===== src/tdl_pkg.sv =====
// ----------------------------------------------------------------------------
// tdl_pkg
// Shared types and constants of the touch dimmer lamp controller.
// ----------------------------------------------------------------------------
package tdl_pkg;

	localparam int unsigned ADDR_W = 4;
	localparam int unsigned DATA_W = 32;

	// operation codes
	localparam logic [1:0] OP_TICK       = 2'd0;
	localparam logic [1:0] OP_WORK_START = 2'd1;
	localparam logic [1:0] OP_WORK_END   = 2'd2;

	// register indexes (byte address 4*index)
	localparam logic [1:0] REG_MAX_LUX    = 2'd0;
	localparam logic [1:0] REG_STEP_GAP   = 2'd1;
	localparam logic [1:0] REG_DEBOUNCE   = 2'd2;
	localparam logic [1:0] REG_LONG_PRESS = 2'd3;

	localparam logic [15:0] DEBOUNCE_RST   = 16'd5;
	localparam logic [15:0] LONG_PRESS_RST = 16'd2000;

	typedef struct packed {
		logic [15:0] max_lux;
		logic [7:0]  step_gap_ticks;
		logic [15:0] debounce_ticks;
		logic [15:0] long_press_ticks;
	} cfg_t;

	typedef struct packed {
		logic [15:0] pwm_width;
		logic [15:0] brightness_target;
		logic        shut_down;
		logic        dimming;
		logic        work_hours;
	} res_t;

endpackage


===== src/tdl_cfg.sv =====
// ----------------------------------------------------------------------------
// tdl_cfg
// Configuration register file behind an APB-style port.
// ----------------------------------------------------------------------------
module tdl_cfg
	import tdl_pkg::*;
(
	input  logic                clk,
	input  logic                arst_n,
	input  logic                psel,
	input  logic                penable,
	input  logic                pwrite,
	input  logic [ADDR_W-1:0]   paddr,
	input  logic [DATA_W-1:0]   pwdata,
	output logic [DATA_W-1:0]   prdata,
	output logic                pready,
	output cfg_t                cfg
);

	cfg_t       cfg_q;
	logic       wr_en;
	logic [1:0] reg_idx;

	assign pready  = 1'b1;
	assign wr_en   = psel && penable && pwrite;
	assign reg_idx = paddr[3:2];
	assign cfg     = cfg_q;

	always_ff @(posedge clk or negedge arst_n) begin
		if (!arst_n) begin
			cfg_q.max_lux          <= 16'd0;
			cfg_q.step_gap_ticks   <= 8'd0;
			cfg_q.debounce_ticks   <= DEBOUNCE_RST;
			cfg_q.long_press_ticks <= LONG_PRESS_RST;
		end else if (wr_en) begin
			case (reg_idx)
				REG_MAX_LUX:    cfg_q.max_lux          <= pwdata[15:0];
				REG_STEP_GAP:   cfg_q.step_gap_ticks   <= pwdata[7:0];
				REG_DEBOUNCE:   cfg_q.debounce_ticks   <= pwdata[15:0];
				REG_LONG_PRESS: cfg_q.long_press_ticks <= pwdata[15:0];
				default: ;
			endcase
		end
	end

	always_comb begin
		case (reg_idx)
			REG_MAX_LUX:    prdata = {16'd0, cfg_q.max_lux};
			REG_STEP_GAP:   prdata = {24'd0, cfg_q.step_gap_ticks};
			REG_DEBOUNCE:   prdata = {16'd0, cfg_q.debounce_ticks};
			REG_LONG_PRESS: prdata = {16'd0, cfg_q.long_press_ticks};
			default:        prdata = '0;
		endcase
	end

endmodule


===== src/tdl_core.sv =====
// ----------------------------------------------------------------------------
// tdl_core
// Lamp state and its one-event update: touch timing, dimming ramp, targets.
// ----------------------------------------------------------------------------
module tdl_core
	import tdl_pkg::*;
#(
	parameter logic [15:0] PWM_FULL_W = 16'd1023
) (
	input  logic       clk,
	input  logic       arst_n,
	input  logic       fire,
	input  logic [1:0] op,
	input  logic       touch,
	input  logic       motion,
	input  cfg_t       cfg,
	output res_t       res
);

	logic [31:0] tick_q, tick_n;
	logic [15:0] press_q, press_n;
	logic [31:0] last_q, last_n;
	logic [15:0] width_q, width_n;
	logic [15:0] goal_q, goal_n;
	logic [15:0] light_q, light_n;
	logic        sd_q, sd_n;
	logic        dim_q, dim_n;
	logic        wh_q, wh_n;

	always_comb begin
		tick_n  = tick_q;
		press_n = press_q;
		last_n  = last_q;
		width_n = width_q;
		goal_n  = goal_q;
		light_n = light_q;
		sd_n    = sd_q;
		dim_n   = dim_q;
		wh_n    = wh_q;
		case (op)
			OP_TICK: begin
				tick_n = tick_q + 32'd1;
				if (!sd_q && wh_q && !dim_q) begin
					light_n = motion ? {1'b0, cfg.max_lux[15:1]} : cfg.max_lux;
				end
				if (touch) begin
					// press counter saturates
					if (press_q != 16'hFFFF) begin
						press_n = press_q + 16'd1;
					end
				end else begin
					if (press_q > cfg.long_press_ticks) begin
						width_n = PWM_FULL_W;
						light_n = 16'd0;
						sd_n    = 1'b1;
						goal_n  = 16'd0;
						dim_n   = 1'b1;
					end else if (press_q > cfg.debounce_ticks) begin
						dim_n = 1'b1;
						if (width_q == 16'd0) begin
							goal_n  = PWM_FULL_W;
							sd_n    = 1'b0;
							light_n = cfg.max_lux;
						end else begin
							goal_n  = 16'd0;
							light_n = 16'd0;
						end
					end
					press_n = 16'd0;
				end
				if (dim_n) begin
					// gap measured modulo 2^32
					if ((tick_n - last_q) > {24'd0, cfg.step_gap_ticks}) begin
						last_n = tick_n;
						if (width_n > goal_n) begin
							width_n = width_n - 16'd1;
						end else if (width_n < goal_n) begin
							width_n = width_n + 16'd1;
						end
					end
					if (goal_n == width_n) begin
						dim_n = 1'b0;
					end
				end
			end
			OP_WORK_START: begin
				light_n = cfg.max_lux;
				goal_n  = PWM_FULL_W;
				dim_n   = 1'b1;
				wh_n    = 1'b1;
				sd_n    = 1'b0;
			end
			OP_WORK_END: begin
				light_n = 16'd0;
				goal_n  = 16'd0;
				dim_n   = 1'b1;
				wh_n    = 1'b0;
			end
			default: ;
		endcase
	end

	always_ff @(posedge clk or negedge arst_n) begin
		if (!arst_n) begin
			tick_q  <= '0;
			press_q <= '0;
			last_q  <= '0;
			width_q <= '0;
			goal_q  <= '0;
			light_q <= '0;
			sd_q    <= 1'b0;
			dim_q   <= 1'b0;
			wh_q    <= 1'b0;
		end else if (fire) begin
			tick_q  <= tick_n;
			press_q <= press_n;
			last_q  <= last_n;
			width_q <= width_n;
			goal_q  <= goal_n;
			light_q <= light_n;
			sd_q    <= sd_n;
			dim_q   <= dim_n;
			wh_q    <= wh_n;
		end
	end

	assign res.pwm_width         = width_n;
	assign res.brightness_target = light_n;
	assign res.shut_down         = sd_n;
	assign res.dimming           = dim_n;
	assign res.work_hours        = wh_n;

	a_shutdown_dark: assert property (@(posedge clk) disable iff (!arst_n)
		sd_q |-> light_q == 16'd0)
		else $error("shut down lamp has nonzero brightness target");

	a_work_start: assert property (@(posedge clk) disable iff (!arst_n)
		fire && op == OP_WORK_START |=> wh_q && dim_q && !sd_q)
		else $error("work start did not open work hours and start dimming");

	a_press_count: assert property (@(posedge clk) disable iff (!arst_n)
		fire && op == OP_TICK && touch |=> press_q != 16'd0)
		else $error("press counter zero after pressed tick");

	a_hold: assert property (@(posedge clk) disable iff (!arst_n)
		!fire |=> $stable(width_q) && $stable(tick_q) && $stable(press_q))
		else $error("lamp state changed without an event");

endmodule


===== src/touch_dimmer_lamp_controller.sv =====
// an accepted request goes through the input register, then the result register (out_valid)
// throughput: one request per cycle while in_stall is low, the lamp state updates in a single pass
// out_stall propagates to in_stall only while both stages hold a request
// reset: arst_n clears lamp state, config and valid flags, not the data registers; debounce 5, long press 2000
// ----------------------------------------------------------------------------
// touch_dimmer_lamp_controller
// Top level: input stage, lamp state update, result register, config port.
// ----------------------------------------------------------------------------
module touch_dimmer_lamp_controller
	import tdl_pkg::*;
#(
	parameter int unsigned PWM_FULL = 1023
) (
	input  logic              clk,
	input  logic              arst_n,
	input  logic              psel,
	input  logic              penable,
	input  logic              pwrite,
	input  logic [ADDR_W-1:0] paddr,
	input  logic [DATA_W-1:0] pwdata,
	output logic [DATA_W-1:0] prdata,
	output logic              pready,
	input  logic              in_valid,
	output logic              in_stall,
	input  logic [1:0]        operation,
	input  logic              touch_level,
	input  logic              motion_level,
	output logic              out_valid,
	input  logic              out_stall,
	output logic [15:0]       pwm_width,
	output logic [15:0]       brightness_target,
	output logic              shut_down,
	output logic              dimming,
	output logic              work_hours
);

	localparam logic [15:0] PWM_FULL_W = PWM_FULL[15:0];

	cfg_t       cfg;
	res_t       res;
	res_t       res_s2;
	logic       valid_s1, valid_s2;
	logic [1:0] op_s1;
	logic       touch_s1, motion_s1;
	logic       fire;

	tdl_cfg u_cfg (
		.clk     (clk),
		.arst_n  (arst_n),
		.psel    (psel),
		.penable (penable),
		.pwrite  (pwrite),
		.paddr   (paddr),
		.pwdata  (pwdata),
		.prdata  (prdata),
		.pready  (pready),
		.cfg     (cfg)
	);

	// request moves from the input stage into the result register
	assign fire     = valid_s1 && (!valid_s2 || !out_stall);
	assign in_stall = valid_s1 && !fire;

	always_ff @(posedge clk or negedge arst_n) begin
		if (!arst_n) begin
			valid_s1 <= 1'b0;
		end else if (!in_stall) begin
			valid_s1 <= in_valid;
		end
	end

	always_ff @(posedge clk) begin
		if (!in_stall && in_valid) begin
			op_s1     <= operation;
			touch_s1  <= touch_level;
			motion_s1 <= motion_level;
		end
	end

	tdl_core #(
		.PWM_FULL_W (PWM_FULL_W)
	) u_core (
		.clk    (clk),
		.arst_n (arst_n),
		.fire   (fire),
		.op     (op_s1),
		.touch  (touch_s1),
		.motion (motion_s1),
		.cfg    (cfg),
		.res    (res)
	);

	always_ff @(posedge clk or negedge arst_n) begin
		if (!arst_n) begin
			valid_s2 <= 1'b0;
		end else if (fire) begin
			valid_s2 <= 1'b1;
		end else if (!out_stall) begin
			valid_s2 <= 1'b0;
		end
	end

	always_ff @(posedge clk) begin
		if (fire) begin
			res_s2 <= res;
		end
	end

	assign out_valid         = valid_s2;
	assign pwm_width         = res_s2.pwm_width;
	assign brightness_target = res_s2.brightness_target;
	assign shut_down         = res_s2.shut_down;
	assign dimming           = res_s2.dimming;
	assign work_hours        = res_s2.work_hours;

endmodule


===== config.mk =====
export PLATFORM = sky130hd
export DESIGN_NAME = touch_dimmer_lamp_controller
export DESIGN_NICKNAME = d
export VERILOG_FILES = /design/src/tdl_pkg.sv /design/src/tdl_cfg.sv /design/src/tdl_core.sv /design/src/touch_dimmer_lamp_controller.sv
export SDC_FILE = /design/constraint.sdc
export NUM_CORES = 1
export LEC_CHECK = 0
export ABC_AREA = 1
export BUFFER_PORTS_ARGS = -buffer_cell sky130_fd_sc_hd__buf_2
export CAP_MARGIN = 20
export CORE_AREA = 2 2 193 195
export DETAILED_ROUTE_END_ITERATION = 16
export DIE_AREA = 0 0 195 197
export SLEW_MARGIN = 10
export SYNTH_ARGS = -nofsm -noshare
export SYNTH_HDL_FRONTEND = slang
export SYNTH_SLANG_ARGS = --single-unit

===== constraint.sdc =====
create_clock -name clk -period 8.9 [get_ports clk]
set_clock_uncertainty 0.05 [all_clocks]
set_input_delay 0.89 -clock clk [delete_from_list [all_inputs] [get_ports clk]]
set_output_delay 0.89 -clock clk [all_outputs]
set_load 0.005 [all_outputs]

==> flow_summary.toml <==
[grt]
track_usage_pct = 22.7
grt_max_degree = 72
grt_use_met2_pct = 35.9
met3_usage_pct = 2.53
grt_pass1_vias = 13632
grt_use_met1_pct = 33.6
gr-total-overflow = 0
grt_pass1_wl_mm = 71.0
grt_antenna_before_repair = 0
top_usage_layer = "met2"

[timing]
rsz0062_at_grt = "false"
fmax_mhz = 146
fin_tns_setup_ns = 0
setup_ws_ns = 2.05
slew_headroom_pct = 35.3
final-max-slew-violation-count = 0
hold_viol_final = 0
period_share_pct = 76.9
worstMarginPinSlew_ns = 0.968
period_needed_ns = 6.85
finalSetupViolations = 0

[critical_path]
cp_data_required_time_ns = 9.13
crit_path_start_kind = "flop"
cp-end-kind = "flop"
critPathKind = "reg -> reg"
critPathMaxStageDelay_ns = 0.72
r2r_end = "dimming$_DFFE_PP_"
reg2reg_depth = 26
r2r_start = "u_core.press_q[7]$_DFFE_PN0P_"
crit_fanout = 22
slowest_stage = "nand4_1"
crit_top_cell = "nand2_1"
arrival_ns = 7.08
rrSetupSlack_ns = 2.05

[clock_network]
cts_buffer_depth = 3
h-tree-depth = 1
post_cts.repair.setup_buffers = 0
clkSinkCount = 228
cts_root_buf = "clkbuf_16"
cts_resized = 0
hold_buffers = 0
path_clk_slew_ns = 0.06
tritoncts = "yes"
cts-buffers-inserted = 27
clk_latency_ns = 0.58

[die]
start_util_pct = 44.8
die_area_um2 = 38400
rows = 70
core_area_um2 = 36300
die_x_um = 195
io_pins = 117
die_y_um = 197

[final_layout]
nets = 2456
final_util_pct = 49.5
multi_input_comb_area_um2 = 8590
nFillCells = 3621
area_growth_pct = 10.5
antennaDiodeCount = 0
area.sequential_um2 = 5910
drive_above_1_share_pct = 9.80

[yosys]
yosys_warnings = 0
synthesis.area_um2 = 16200
synth_ff_type = "dfrtp_1"
syn_avg_cell_area_um2 = 7.20
yosys.cell_types.count = 62
synthCells = 2254
yosysSeqAreaShare_pct = 36.4
synth_edf_count = 39
async_flop_share_pct = 82.9
synth_seq_cells = 228

[worst_hold_path]
worstHoldPathType = "in -> async"

[power]
swShare_pct = 49.1
comb_power_share_pct = 58.3
seqPwrFrac_pct = 24.0
power_density_nw_per_um2 = 371
p_sw_mw = 3.27
p_leak_nw = 9.04
intPower_mw = 3.39
ir_worst_vdd_uv = 153
p_clk_share_pct = 17.7

[placed_design]
place_congestion = 0.948
place_hpwl_mm = 32.9
port-buffer-count = 81
pre_cts_slack_ns = 2.14

[drt]
dr.pass1.iters = 5
wl_per_cell_um = 15.4
drc_errors = 0
drt_iter0_markers = 1037
drtAntennaViolNets = 0
drt-total-wl_mm = 43.1
via_per_inst = 5.21
vias = 14622

[run_status]
status = "finished, final reports clean"

[job]
maxCapViolations = 0
-- layer usage --
metal,vias to the layer above,routed length [µm]
li1,7430,-
met1,6828,21300
met2,321,19000
met3,43,2070
met4,0,715
met5,-,0
-- power groups by stage --
stage	Combinational, mW	Clock, mW	Sequential (mW)
after global placement	3.77	0	1.60
after floorplan	2.94	0	1.55
after detailed placement	3.84	0	1.61
after CTS	3.86	1.21	1.60
final	3.88	1.17	1.60
after global routing	4.44	1.25	1.64
-- kinds of logic (layout without fill, tap and decap cells) --
kind of cell	Yosys count	in the layout	synth area share (%)
adder cells (fa/ha/maj)	94	94	7.29
XOR/XNOR	46	46	2.61
AO/OA/AOI/OAI	439	439	15.4
buffers and inverters	453	520	11.1
flip-flops	228	228	36.4
multiplexers	14	14	0.864
AND/OR/NAND/NOR	978	978	26.2
other	2	17	0.0463
-- through the flow --
| step | power, mW | std cells | instance area [µm²] | hold WS, ns |
|---|---|---|---|---|
| final | 6.66 | 2804 | 17900 | 0.240 |
| after global routing | 7.34 | 2804 | 17900 | 0.252 |
| after CTS | 6.66 | 2804 | 17900 | 0.244 |
| after detailed placement | 5.45 | 2754 | 17000 | 0.423 |
| after global placement | 5.37 | 2754 | 17000 | 0.417 |
| after floorplan | 4.49 | 2269 | 16300 | 0.394 |
-- worst max-delay path: cells and delay by family, from the launching register on --
kind	cells	cell delay [ns]
DFF	1	0.45
AOI/OAI and AO/OA	2	0.30
adders and majority gates	2	0.65
buffers and inverters	2	0.31
and+or+nand+nor	20	4.78
-- cells in the mapped netlist, types with 7 or more instances --
cell	count	area, µm²
nor3_1	22	110
inv_1	353	1330
dfstp_2	8	210
nand3_1	109	546
o21a_1	19	143
clkbuf_1	43	161
buf_2	7	35.0
o21bai_1	13	97.6
buf_4	18	135
a21oi_1	100	500
inv_2	21	78.8
edfxtp_1	39	1170
a221o_1	12	120
o21ai_0	219	1100
nand2_1	576	2160
mux2i_1	14	140
nand4_1	36	225
ha_1	93	1160
nor2_2	8	50.1
nand2_2	20	125
xor2_1	39	342
dfrtp_1	181	4530
nor2_1	161	604
nand3_2	7	70.1
o21ai_1	8	40.0
o221ai_1	8	70.1
a22oi_1	11	82.6
o22ai_1	23	144
nor4_1	7	43.8
-- worst max-delay path by stage --
stage,startpoint,endpoint,slack (ns),depth (start not counted)
after floorplan,u_core.tick_q[0]$_DFFE_PN0P_,dimming$_DFFE_PP_,4.14,38
after global placement,u_core.press_q[7]$_DFFE_PN0P_,dimming$_DFFE_PP_,2.09,26
final,u_core.press_q[7]$_DFFE_PN0P_,dimming$_DFFE_PP_,2.05,26
after detailed placement,u_core.press_q[7]$_DFFE_PN0P_,dimming$_DFFE_PP_,2.14,26
after global routing,u_core.press_q[7]$_DFFE_PN0P_,dimming$_DFFE_PP_,1.46,26
after CTS,u_core.press_q[7]$_DFFE_PN0P_,dimming$_DFFE_PP_,2.11,26
-- sequential cells by signal (all words and copies together) (netlist names), 2 cells and up --
| name | cells |
|---|---|
| u_cfg.cfg | 56 |
| u_core.last_q | 32 |
| u_core.tick_q | 32 |
| brightness_target | 16 |
| pwm_width | 16 |
| u_core.goal_q | 16 |
| u_core.light_q | 16 |
| u_core.press_q | 16 |
| u_core.width_q | 16 |
| op_s1 | 2 |
-- layout make-up --
type	instances	area share [%]
Multi-Input combinational cell	1588	47.9
Sequential cell	228	33.0
Inverter	380	7.95
Clock buffer	30	3.83
Tap cell	468	3.27
Timing Repair Buffer	90	2.69
Clock inverter	20	1.40
-- placed cells by master, fill, tap and decap left out, drive strengths merged, types with 12 or more instances in the layout --
cell type	instances
a21oi	102
ha	93
edfxtp	39
conb	17
o21a	19
nor3	30
xor2	40
nand2	598
buf	89
nor2	172
o21bai	14
clkbuf	31
nand4	39
o21ai	230
dfrtp	181
inv	376
nand3	117
clkinv	16
mux2i	14
a221o	12
o22ai	23
(Power assumes the default switching activity.)
